<file path="src/rtl/ipfk_pkg.sv">
// shared types, codes and constants of the ip flow key classifier
package ipfk_pkg;

   localparam int CNT_W   = 64;
   localparam int NUM_CNT = 8;
   localparam int QDEPTH  = 4;
   localparam int QAW     = $clog2(QDEPTH);
   localparam int QCW     = $clog2(QDEPTH + 1);

   localparam logic KIND_PKT  = 1'b0;
   localparam logic KIND_READ = 1'b1;

   localparam logic [2:0] CNT_SEEN      = 3'd0;
   localparam logic [2:0] CNT_NOT_IP    = 3'd1;
   localparam logic [2:0] CNT_V4        = 3'd2;
   localparam logic [2:0] CNT_V6        = 3'd3;
   localparam logic [2:0] CNT_FRAG_OPTS = 3'd4;
   localparam logic [2:0] CNT_NOT_L4    = 3'd5;
   localparam logic [2:0] CNT_SHORT     = 3'd6;
   localparam logic [2:0] CNT_ELIGIBLE  = 3'd7;

   localparam logic [3:0]  VER_4      = 4'd4;
   localparam logic [3:0]  VER_6      = 4'd6;
   localparam logic [3:0]  IHL_BASE   = 4'd5;
   localparam logic [6:0]  V4_HDR_LEN = 7'd20;
   localparam logic [6:0]  V6_HDR_LEN = 7'd40;
   localparam logic [6:0]  PORT_BYTES = 7'd4;
   localparam logic [5:0]  POS_MAX    = 6'd63;
   localparam logic [15:0] FRAG_MF    = 16'h2000;
   localparam logic [15:0] FRAG_OFS   = 16'h1fff;

   localparam logic [7:0] PROTO_TCP   = 8'd6;
   localparam logic [7:0] PROTO_UDP   = 8'd17;
   localparam logic [7:0] NH_HOPOPT   = 8'd0;
   localparam logic [7:0] NH_ROUTING  = 8'd43;
   localparam logic [7:0] NH_FRAGMENT = 8'd44;
   localparam logic [7:0] NH_ESP      = 8'd50;
   localparam logic [7:0] NH_AH       = 8'd51;
   localparam logic [7:0] NH_DSTOPTS  = 8'd60;
   localparam logic [7:0] NH_MOBILITY = 8'd135;

   typedef enum logic [2:0] {
      VD_OK,
      VD_NOT_IP,
      VD_SHORT,
      VD_FRAG_OPTS,
      VD_NOT_L4
   } ipfk_verdict_type;

   typedef struct packed {
      logic        kind;
      logic [7:0]  packet_byte;
      logic        end_of_packet;
      logic [15:0] ingress_if;
      logic [2:0]  counter_select;
   } ipfk_req_type;

   typedef struct packed {
      logic             result_kind;
      ipfk_verdict_type verdict;
      logic             is_ipv6;
      logic [7:0]       protocol;
      logic [7:0]       tos;
      logic [15:0]      total_length;
      logic [15:0]      src_port;
      logic [15:0]      dst_port;
      logic [15:0]      ingress_port;
      logic [63:0]      data_word;
      logic [1:0]       word_index;
      logic             last_in_run;
   } ipfk_rsp_type;

   typedef struct packed {
      logic             result_kind;
      ipfk_verdict_type verdict;
      logic             is_ipv6;
      logic [7:0]       protocol;
      logic [7:0]       tos;
      logic [15:0]      total_length;
      logic [15:0]      src_port;
      logic [15:0]      dst_port;
      logic [15:0]      ingress_port;
      logic [3:0][63:0] words;
   } ipfk_entry_type;

   typedef struct packed {
      logic full;
      logic empty;
   } ipfk_qstat_type;

endpackage

</file>
<file path="src/rtl/ipfk_front.sv">
// front end: header capture, verdict, statistics counters and queue push
module ipfk_front (
   input  logic                    clock,
   input  logic                    reset,
   input  logic                    req_valid,
   output logic                    req_stall,
   input  ipfk_pkg::ipfk_req_type  req_data,
   input  ipfk_pkg::ipfk_qstat_type qstat,
   output logic                    push,
   output ipfk_pkg::ipfk_entry_type push_entry
);
   import ipfk_pkg::*;

   logic [5:0]        pos_ff, pos_in;
   logic [7:0]        b0_ff, b0_in;
   logic [7:0]        tos_ff, tos_in;
   logic [15:0]       tlen_ff, tlen_in;
   logic [15:0]       frag_ff, frag_in;
   logic [7:0]        proto_ff, proto_in;
   logic [1:0][63:0]  src_ff, src_in;
   logic [1:0][63:0]  dst_ff, dst_in;
   logic [31:0]       ports_ff, ports_in;
   logic [15:0]       ifidx_ff, ifidx_in;
   logic [NUM_CNT-1:0][CNT_W-1:0] cnt_ff, cnt_in;

   logic              accept;
   logic              take_byte;
   logic              pkt_done;
   logic [3:0]        ver_q;
   logic [3:0]        ver_n;
   logic [2:0]        lane;
   logic [7:0]        pb;
   logic [6:0]        len;
   logic              is_l4;
   logic [NUM_CNT-1:0] bump;
   ipfk_verdict_type  verdict;

   function automatic logic is_ext_header(input logic [7:0] nh);
      return nh == NH_HOPOPT || nh == NH_ROUTING || nh == NH_FRAGMENT ||
             nh == NH_ESP || nh == NH_AH || nh == NH_DSTOPTS || nh == NH_MOBILITY;
   endfunction

   assign req_stall = qstat.full;
   assign accept    = req_valid && !req_stall;
   assign take_byte = accept && req_data.kind == KIND_PKT;
   assign pkt_done  = take_byte && req_data.end_of_packet;
   assign push      = accept && (req_data.kind == KIND_READ || req_data.end_of_packet);
   assign pb        = req_data.packet_byte;
   assign ver_q     = b0_ff[7:4];

   // header capture
   always_comb begin
      pos_in   = pos_ff;
      b0_in    = b0_ff;
      tos_in   = tos_ff;
      tlen_in  = tlen_ff;
      frag_in  = frag_ff;
      proto_in = proto_ff;
      src_in   = src_ff;
      dst_in   = dst_ff;
      ports_in = ports_ff;
      ifidx_in = ifidx_ff;
      lane     = (ver_q == VER_6) ? ~pos_ff[2:0] : {1'b0, ~pos_ff[1:0]};
      if (take_byte) begin
         if (pos_ff == '0) begin
            b0_in    = pb;
            tos_in   = '0;
            tlen_in  = '0;
            frag_in  = '0;
            proto_in = '0;
            src_in   = '0;
            dst_in   = '0;
            ports_in = '0;
            ifidx_in = req_data.ingress_if;
         end else if (ver_q == VER_4) begin
            case (pos_ff)
               6'd1: tos_in = pb;
               6'd2: tlen_in[15:8] = pb;
               6'd3: tlen_in[7:0] = pb;
               6'd6: frag_in[15:8] = pb;
               6'd7: frag_in[7:0] = pb;
               6'd9: proto_in = pb;
               default: ;
            endcase
            if (pos_ff[5:2] == 4'd3) src_in[1][{lane, 3'b000} +: 8] = pb;
            if (pos_ff[5:2] == 4'd4) dst_in[1][{lane, 3'b000} +: 8] = pb;
            if (pos_ff[5:2] == 4'd5) ports_in[{~pos_ff[1:0], 3'b000} +: 8] = pb;
         end else if (ver_q == VER_6) begin
            if (pos_ff == 6'd6) proto_in = pb;
            if (pos_ff[5:3] == 3'd1) src_in[0][{lane, 3'b000} +: 8] = pb;
            if (pos_ff[5:3] == 3'd2) src_in[1][{lane, 3'b000} +: 8] = pb;
            if (pos_ff[5:3] == 3'd3) dst_in[0][{lane, 3'b000} +: 8] = pb;
            if (pos_ff[5:3] == 3'd4) dst_in[1][{lane, 3'b000} +: 8] = pb;
            if (pos_ff[5:2] == 4'd10) ports_in[{~pos_ff[1:0], 3'b000} +: 8] = pb;
         end
         if (req_data.end_of_packet) begin
            pos_in = '0;
         end else if (pos_ff != POS_MAX) begin
            pos_in = pos_ff + 6'd1;
         end
      end
   end

   // verdict on the captured header
   assign ver_n = b0_in[7:4];
   assign len   = {1'b0, pos_ff} + 7'd1;
   assign is_l4 = proto_in == PROTO_TCP || proto_in == PROTO_UDP;

   always_comb begin
      bump           = '0;
      verdict        = VD_OK;
      bump[CNT_SEEN] = 1'b1;
      if (ver_n == VER_4) begin
         if (len < V4_HDR_LEN) begin
            verdict = VD_SHORT;
         end else begin
            bump[CNT_V4] = 1'b1;
            if (b0_in[3:0] != IHL_BASE || (frag_in & (FRAG_MF | FRAG_OFS)) != '0) begin
               verdict = VD_FRAG_OPTS;
            end else if (!is_l4) begin
               verdict = VD_NOT_L4;
            end else if (len < V4_HDR_LEN + PORT_BYTES) begin
               verdict = VD_SHORT;
            end
         end
      end else if (ver_n == VER_6) begin
         if (len < V6_HDR_LEN) begin
            verdict = VD_SHORT;
         end else begin
            bump[CNT_V6] = 1'b1;
            if (!is_l4) begin
               verdict = is_ext_header(proto_in) ? VD_FRAG_OPTS : VD_NOT_L4;
            end else if (len < V6_HDR_LEN + PORT_BYTES) begin
               verdict = VD_SHORT;
            end
         end
      end else begin
         verdict = VD_NOT_IP;
      end
      case (verdict)
         VD_OK:        bump[CNT_ELIGIBLE]  = 1'b1;
         VD_NOT_IP:    bump[CNT_NOT_IP]    = 1'b1;
         VD_SHORT:     bump[CNT_SHORT]     = 1'b1;
         VD_FRAG_OPTS: bump[CNT_FRAG_OPTS] = 1'b1;
         VD_NOT_L4:    bump[CNT_NOT_L4]    = 1'b1;
         default: ;
      endcase
   end

   always_comb begin
      cnt_in = cnt_ff;
      for (int i = 0; i < NUM_CNT; i++) begin
         if (pkt_done && bump[i]) cnt_in[i] = cnt_ff[i] + CNT_W'(1);
      end
   end

   // queue word
   always_comb begin
      push_entry = '0;
      if (req_data.kind == KIND_READ) begin
         push_entry.result_kind = KIND_READ;
         push_entry.words[0]    = 64'(cnt_ff[req_data.counter_select]);
      end else begin
         push_entry.result_kind  = KIND_PKT;
         push_entry.verdict      = verdict;
         push_entry.is_ipv6      = ver_n == VER_6;
         push_entry.ingress_port = ifidx_in;
         if (verdict == VD_OK) begin
            push_entry.protocol     = proto_in;
            push_entry.tos          = tos_in;
            push_entry.total_length = tlen_in;
            push_entry.src_port     = ports_in[31:16];
            push_entry.dst_port     = ports_in[15:0];
            push_entry.words        = {dst_in[1], dst_in[0], src_in[1], src_in[0]};
         end
      end
   end

   always_ff @(posedge clock) begin
      if (reset) begin
         pos_ff <= '0;
         cnt_ff <= '0;
      end else begin
         pos_ff <= pos_in;
         cnt_ff <= cnt_in;
      end
   end

   always_ff @(posedge clock) begin
      b0_ff    <= b0_in;
      tos_ff   <= tos_in;
      tlen_ff  <= tlen_in;
      frag_ff  <= frag_in;
      proto_ff <= proto_in;
      src_ff   <= src_in;
      dst_ff   <= dst_in;
      ports_ff <= ports_in;
      ifidx_ff <= ifidx_in;
   end

endmodule

</file>
<file path="src/rtl/ipfk_queue.sv">
// short queue of result descriptors between front and back
module ipfk_queue (
   input  logic                     clock,
   input  logic                     reset,
   input  logic                     push,
   input  ipfk_pkg::ipfk_entry_type push_entry,
   input  logic                     pop,
   output ipfk_pkg::ipfk_entry_type head,
   output ipfk_pkg::ipfk_qstat_type qstat
);
   import ipfk_pkg::*;

   ipfk_entry_type      mem_ff [QDEPTH];
   logic [QAW-1:0]      wr_ff, wr_in;
   logic [QAW-1:0]      rd_ff, rd_in;
   logic [QCW-1:0]      cnt_ff, cnt_in;

   assign head        = mem_ff[rd_ff];
   assign qstat.full  = cnt_ff == QCW'(QDEPTH);
   assign qstat.empty = cnt_ff == '0;

   always_comb begin
      wr_in  = wr_ff;
      rd_in  = rd_ff;
      cnt_in = cnt_ff;
      if (push) wr_in = (wr_ff == QAW'(QDEPTH - 1)) ? '0 : wr_ff + QAW'(1);
      if (pop)  rd_in = (rd_ff == QAW'(QDEPTH - 1)) ? '0 : rd_ff + QAW'(1);
      if (push && !pop) cnt_in = cnt_ff + QCW'(1);
      if (pop && !push) cnt_in = cnt_ff - QCW'(1);
   end

   always_ff @(posedge clock) begin
      if (reset) begin
         wr_ff  <= '0;
         rd_ff  <= '0;
         cnt_ff <= '0;
      end else begin
         wr_ff  <= wr_in;
         rd_ff  <= rd_in;
         cnt_ff <= cnt_in;
      end
   end

   always_ff @(posedge clock) begin
      if (push) mem_ff[wr_ff] <= push_entry;
   end

`ifndef SYNTHESIS
   a_no_push_full: assert property (@(posedge clock) disable iff (reset)
      qstat.full |-> !push) else $error("queue written while full");
   a_no_pop_empty: assert property (@(posedge clock) disable iff (reset)
      qstat.empty |-> !pop) else $error("queue read while empty");
   a_count_bound: assert property (@(posedge clock) disable iff (reset)
      cnt_ff <= QCW'(QDEPTH)) else $error("queue count out of range");
`endif

endmodule

</file>
<file path="src/rtl/ipfk_back.sv">
// back end: splits descriptors into result words behind an output register
module ipfk_back (
   input  logic                     clock,
   input  logic                     reset,
   input  ipfk_pkg::ipfk_entry_type head,
   input  ipfk_pkg::ipfk_qstat_type qstat,
   output logic                     pop,
   output logic                     rsp_valid,
   input  logic                     rsp_stall,
   output ipfk_pkg::ipfk_rsp_type   rsp_data
);
   import ipfk_pkg::*;

   logic [1:0]   beat_ff, beat_in;
   logic         rsp_valid_ff, rsp_valid_in;
   ipfk_rsp_type rsp_data_ff, rsp_data_in;
   logic         load;
   logic         four_beat;
   logic         last;

   assign four_beat = head.result_kind == KIND_PKT && head.verdict == VD_OK;
   assign load      = !qstat.empty && (!rsp_valid_ff || !rsp_stall);
   assign last      = !four_beat || beat_ff == 2'd3;
   assign pop       = load && last;

   always_comb begin
      beat_in      = beat_ff;
      rsp_valid_in = rsp_valid_ff && rsp_stall;
      rsp_data_in  = rsp_data_ff;
      if (load) begin
         beat_in                  = last ? 2'd0 : beat_ff + 2'd1;
         rsp_valid_in             = 1'b1;
         rsp_data_in.result_kind  = head.result_kind;
         rsp_data_in.verdict      = head.verdict;
         rsp_data_in.is_ipv6      = head.is_ipv6;
         rsp_data_in.protocol     = head.protocol;
         rsp_data_in.tos          = head.tos;
         rsp_data_in.total_length = head.total_length;
         rsp_data_in.src_port     = head.src_port;
         rsp_data_in.dst_port     = head.dst_port;
         rsp_data_in.ingress_port = head.ingress_port;
         rsp_data_in.data_word    = head.words[beat_ff];
         rsp_data_in.word_index   = beat_ff;
         rsp_data_in.last_in_run  = last;
      end
   end

   always_ff @(posedge clock) begin
      if (reset) begin
         beat_ff      <= '0;
         rsp_valid_ff <= 1'b0;
      end else begin
         beat_ff      <= beat_in;
         rsp_valid_ff <= rsp_valid_in;
      end
   end

   always_ff @(posedge clock) begin
      rsp_data_ff <= rsp_data_in;
   end

   assign rsp_valid = rsp_valid_ff;
   assign rsp_data  = rsp_data_ff;

`ifndef SYNTHESIS
   a_mid_run_head: assert property (@(posedge clock) disable iff (reset)
      beat_ff != 2'd0 |-> !qstat.empty && four_beat)
      else $error("word run without an eligible descriptor");
   a_inner_word: assert property (@(posedge clock) disable iff (reset)
      rsp_valid_ff && !rsp_data_ff.last_in_run |->
      rsp_data_ff.result_kind == KIND_PKT && rsp_data_ff.verdict == VD_OK)
      else $error("non-final word outside an eligible run");
   a_reset_idle: assert property (@(posedge clock)
      reset |=> !rsp_valid_ff && beat_ff == 2'd0)
      else $error("output not idle after reset");
`endif

endmodule

</file>
<file path="src/rtl/ip_flow_key_classifier.sv">
// ip flow key classifier top level: front end, descriptor queue and back end
//
//  channel | dir | handshake            | word
//  req     | in  | req_valid/req_stall  | ipfk_req_type: packet byte or counter read
//  rsp     | out | rsp_valid/rsp_stall  | ipfk_rsp_type: verdict, key word or counter
//
// one request word per cycle unless stalled; an eligible packet gives four words
// first response word passes through the descriptor queue, then the output register
// req_stall follows the four deep descriptor queue being full
// synchronous reset clears byte position, counters, queue and output register
module ip_flow_key_classifier (
   input  logic                   clock,
   input  logic                   reset,
   input  logic                   req_valid,
   output logic                   req_stall,
   input  ipfk_pkg::ipfk_req_type req_data,
   output logic                   rsp_valid,
   input  logic                   rsp_stall,
   output ipfk_pkg::ipfk_rsp_type rsp_data
);
   import ipfk_pkg::*;

   logic           push;
   logic           pop;
   ipfk_entry_type push_entry;
   ipfk_entry_type head;
   ipfk_qstat_type qstat;

   ipfk_front u_front (
      .clock      (clock),
      .reset      (reset),
      .req_valid  (req_valid),
      .req_stall  (req_stall),
      .req_data   (req_data),
      .qstat      (qstat),
      .push       (push),
      .push_entry (push_entry)
   );

   ipfk_queue u_queue (
      .clock      (clock),
      .reset      (reset),
      .push       (push),
      .push_entry (push_entry),
      .pop        (pop),
      .head       (head),
      .qstat      (qstat)
   );

   ipfk_back u_back (
      .clock     (clock),
      .reset     (reset),
      .head      (head),
      .qstat     (qstat),
      .pop       (pop),
      .rsp_valid (rsp_valid),
      .rsp_stall (rsp_stall),
      .rsp_data  (rsp_data)
   );

endmodule
</file>
<file path="config.mk">
export PLATFORM = sky130hd
export DESIGN_NAME = ip_flow_key_classifier
export DESIGN_NICKNAME = d
export VERILOG_FILES = /design/src/rtl/ipfk_pkg.sv /design/src/rtl/ipfk_front.sv /design/src/rtl/ipfk_queue.sv /design/src/rtl/ipfk_back.sv /design/src/rtl/ip_flow_key_classifier.sv
export SDC_FILE = /design/constraint.sdc
export NUM_CORES = 2
export LEC_CHECK = 0
export BUFFER_PORTS_ARGS = -buffer_cell sky130_fd_sc_hd__buf_2
export CORE_ASPECT_RATIO = 1.1
export CORE_MARGIN = 2
export CORE_UTILIZATION = 40
export CTS_CLUSTER_SIZE = 30
export DETAILED_ROUTE_END_ITERATION = 12
export PLACE_DENSITY_LB_ADDON = 0.25
export SLEW_MARGIN = 25
export SYNTH_ARGS = -nofsm -noshare
export SYNTH_HDL_FRONTEND = slang
export SYNTH_HIERARCHICAL = 1
export SYNTH_SLANG_ARGS = --single-unit
export TNS_END_PERCENT = 20
</file>
<file path="constraint.sdc">
create_clock -name clock -period 15 [get_ports clock]
set_input_delay 3 -clock clock [delete_from_list [all_inputs] [get_ports clock]]
set_output_delay 3 -clock clock [all_outputs]
set_load 0.01 [all_outputs]
</file>
==> results_dict.tcl <==
set metrics [dict create \
    yosysWarnings 6 \
    synth_compound_gate_area_share_pct 5.41 \
    vias 60602 \
    dr.pass1.iters 6 \
    yosys.area.top_type "edfxtp_1" \
    r2r_cells 16 \
    post-route-period-util_pct 60.0 \
    track_usage_pct 20.5 \
    intPower_mw 12.1 \
    ios 187 \
    min_period_ps 9000 \
    yosys_register_bits 2404 \
    grt_first_pass_wirelength_um 392000 \
    critPathMaxFanout 117 \
    die_area_um2 252000 \
    drtAntennaViolNets 0 \
    remaining_drc_errors 0 \
    dp_hpwl_um 169000 \
    slew_headroom_pct 23.8 \
    clk_pin_slew_ps 60 \
    htreeDepth 4 \
    final_layout_size_suffix_gt1_share_pct 18.3 \
    timing.rr.end "u_queue/mem_ff[0][55]" \
    synth_area_um2 99400 \
    async_flop_share_pct 0 \
    powerDensity_nw_per_um2 146 \
    fp.dieH_um 527 \
    r2r-start "u_front/pos_ff[0]" \
    worst_clock_skew_ps 65.9 \
    synth-simple-area-share_pct 11.9 \
    end_kind "flop" \
    antenna_found_initial 13 \
    hold_depth 2 \
    synth_fa_ha_area_share_pct 0.285 \
    portBuffers 186 \
    hold_end "u_front/ifidx_ff[5]" \
    setup_viol_count_final 0 \
    switchingPower_mw 4.23 \
    outcome "completed" \
    worstHoldPathType "flop to flop" \
    hold_violations 0 \
    grt_pass1_vias 60260 \
    slew_violations 0 \
    clk_latency_ps 900 \
    cts_tree "done" \
    drt_iter0_drc 5094 \
    chipWidth_um 479 \
    synth_top_family_by_area "multiplexers" \
    hp-start "u_front/ifidx_ff[5]" \
    fin_nets 7308 \
    pwr-share-comb_pct 15.3 \
    cts_max_path_buffers 4 \
    yosysMostFrequentCell "edfxtp_1" \
    worst_pin_slew_ps 1130 \
    fmax_mhz 111 \
    avgSynthCellArea_um2 14.0 \
    initial_core_util_pct 40.3 \
    synth_commonest_cells "edfxtp_1, dfxtp_1, nor2_1" \
    fp-row-count 191 \
    sw_frac_of_total_pct 25.9 \
    cts_resized 0 \
    fin_cells 10730 \
    dp_cells 10295 \
    p_clk_share_pct 36.9 \
    synth_mux_area_share_pct 13.2 \
    gr-total-overflow 0 \
    ys_seq_area_share_pct 63.7 \
    cts_num_sinks 2404 \
    tns_ps 0 \
    viasPerCell 5.65 \
    power_leakage_nw 36.1 \
    cts_inserted_buffers 233 \
    synthXorXnorAreaFrac_pct 2.97 \
    syn2layout_area_growth_pct 12.3 \
    power_mw 16.3 \
    synth_top_flop_cell "edfxtp_1" \
    post_cts_buffers 0 \
    grt_max_degree 234 \
    critPathKind "primary input to flop" \
    reg2reg_slack_ps 7310 \
    required_ps 15670 \
    worst_ep_arrival_time_ps 9660 \
    ys_types 93 \
    ys_top_cells_by_area "edfxtp_1, dfxtp_1, mux4_2" \
    critPathLaunchType "primary input" \
    core-area_um2 247000 \
    peakVddDrop_uv 110 \
    synth-edff-count 1516 \
    cts_root_buffer "clkbuf_16" \
    synth_cells 7118 \
    holdBufCountCts 0 \
    drt_wl_total_um 264000 \
    rsz0062_at_grt "no" \
    cap_violations 0 \
    power_frac_seq_pct 47.7 \
    wl_per_cell_um 24.6 \
    place_congestion 0.864 \
    synth_top_area_share_pct 45.8 \
]
layout make-up:
type | instances | area [µm²]
repair buffers | 295 | 2010
inverters | 150 | 563
multi-input cells | 4169 | 33700
flip-flops and latches | 2404 | 63300
clock inverters | 117 | 1420
diodes | 3 | 7.51
clock buffers | 311 | 6470
fillers | 21865 | 135000
well taps | 3281 | 4110
power groups by stage:
stage	logic, mW	registers (mW)	clock network, mW
after floorplan	1.54	8.16	0
after global placement	2.53	7.93	0
after detailed placement	2.54	7.95	0
after CTS	2.54	7.81	6.16
after global routing	2.68	7.84	6.41
final	2.51	7.80	6.04
flip-flops by register name, indices dropped and copies added, names as in the netlist, 3 cells and up, named ones only:
signal,cells
u_queue/mem_ff,1364
u_front/ifidx_ff,16
u_front/proto_ff,8
u_front/tos_ff,8
u_front/frag_ff,14
u_front/ports_ff,32
u_front/dst_ff,128
u_front/cnt_ff,512
u_front/b0_ff,8
u_front/pos_ff,6
u_queue/cnt_ff,3
u_front/src_ff,128
u_front/tlen_ff,16
u_back/rsp_data,152
routing by layer:
metal,wire length [µm],vias to the layer above,GRT usage [%]
li1,-,27310,-
met1,111000,31051,27.6
met2,128000,1819,34.0
met3,14900,420,2.51
met4,9890,2,7.48
met5,13,-,0
worst max-delay path: stages:
cell	delay, ps
buf_4	430
buf_4	680
or3b_1	200
buf_4	280
a211oi_2	140
a21boi_1	210
a32oi_2	390
inv_2	120
nor4b_2	290
a211oi_1	100
or3_1	470
a31o_1	250
buf_4	270
a2111o_2	500
or3_4	710
buf_12	380
buf_4	540
nor2b_1	360
layout by cell type (no fill, tap or decap), drive strengths merged, types with 39 or more instances in the layout:
cell / count
a21oi: 233
a22o: 146
a22oi: 65
and2: 39
and3: 109
buf: 295
clkbuf: 311
clkinv: 74
dfxtp: 888
edfxtp: 1516
inv: 156
mux2: 71
mux4: 533
nand2: 504
nand3: 216
nand4: 120
nor2: 577
nor2b: 224
nor3: 165
nor4: 72
o21ai: 263
o31ai: 63
or3: 113
or4: 75
xnor2: 162
xor2: 175
cell families after synthesis:
kind of cell	count (synthesis)
other cells	1
xor+xnor	337
simple gates	2326
compound gates	845
flops	2404
mux	635
buf+inv	548
fa+ha+maj	22
worst max-delay path by stage:
stage / startpoint / endpoint / depth (start not counted)
floorplan: req_data[28] / u_queue/mem_ff[0][0] / 5
global placement: req_data[28] / u_queue/mem_ff[0][62] / 17
detailed placement: req_data[28] / u_queue/mem_ff[2][55] / 17
CTS: req_data[28] / u_queue/mem_ff[0][55] / 17
global route: req_data[28] / u_queue/mem_ff[0][55] / 17
finish: req_data[28] / u_queue/mem_ff[0][229] / 18
through the flow:
step	instance area, µm²	setup WS (ps)	hold WS (ps)	util [%]
final	112000	6000	437	45.2
after global routing	112000	5710	453	45.2
after CTS	111000	6090	439	45.2
after detailed placement	104000	5150	425	42.0
after global placement	104000	5240	418	42.0
after floorplan	99400	2490	407	-
Power figures use the tool's default switching activity.
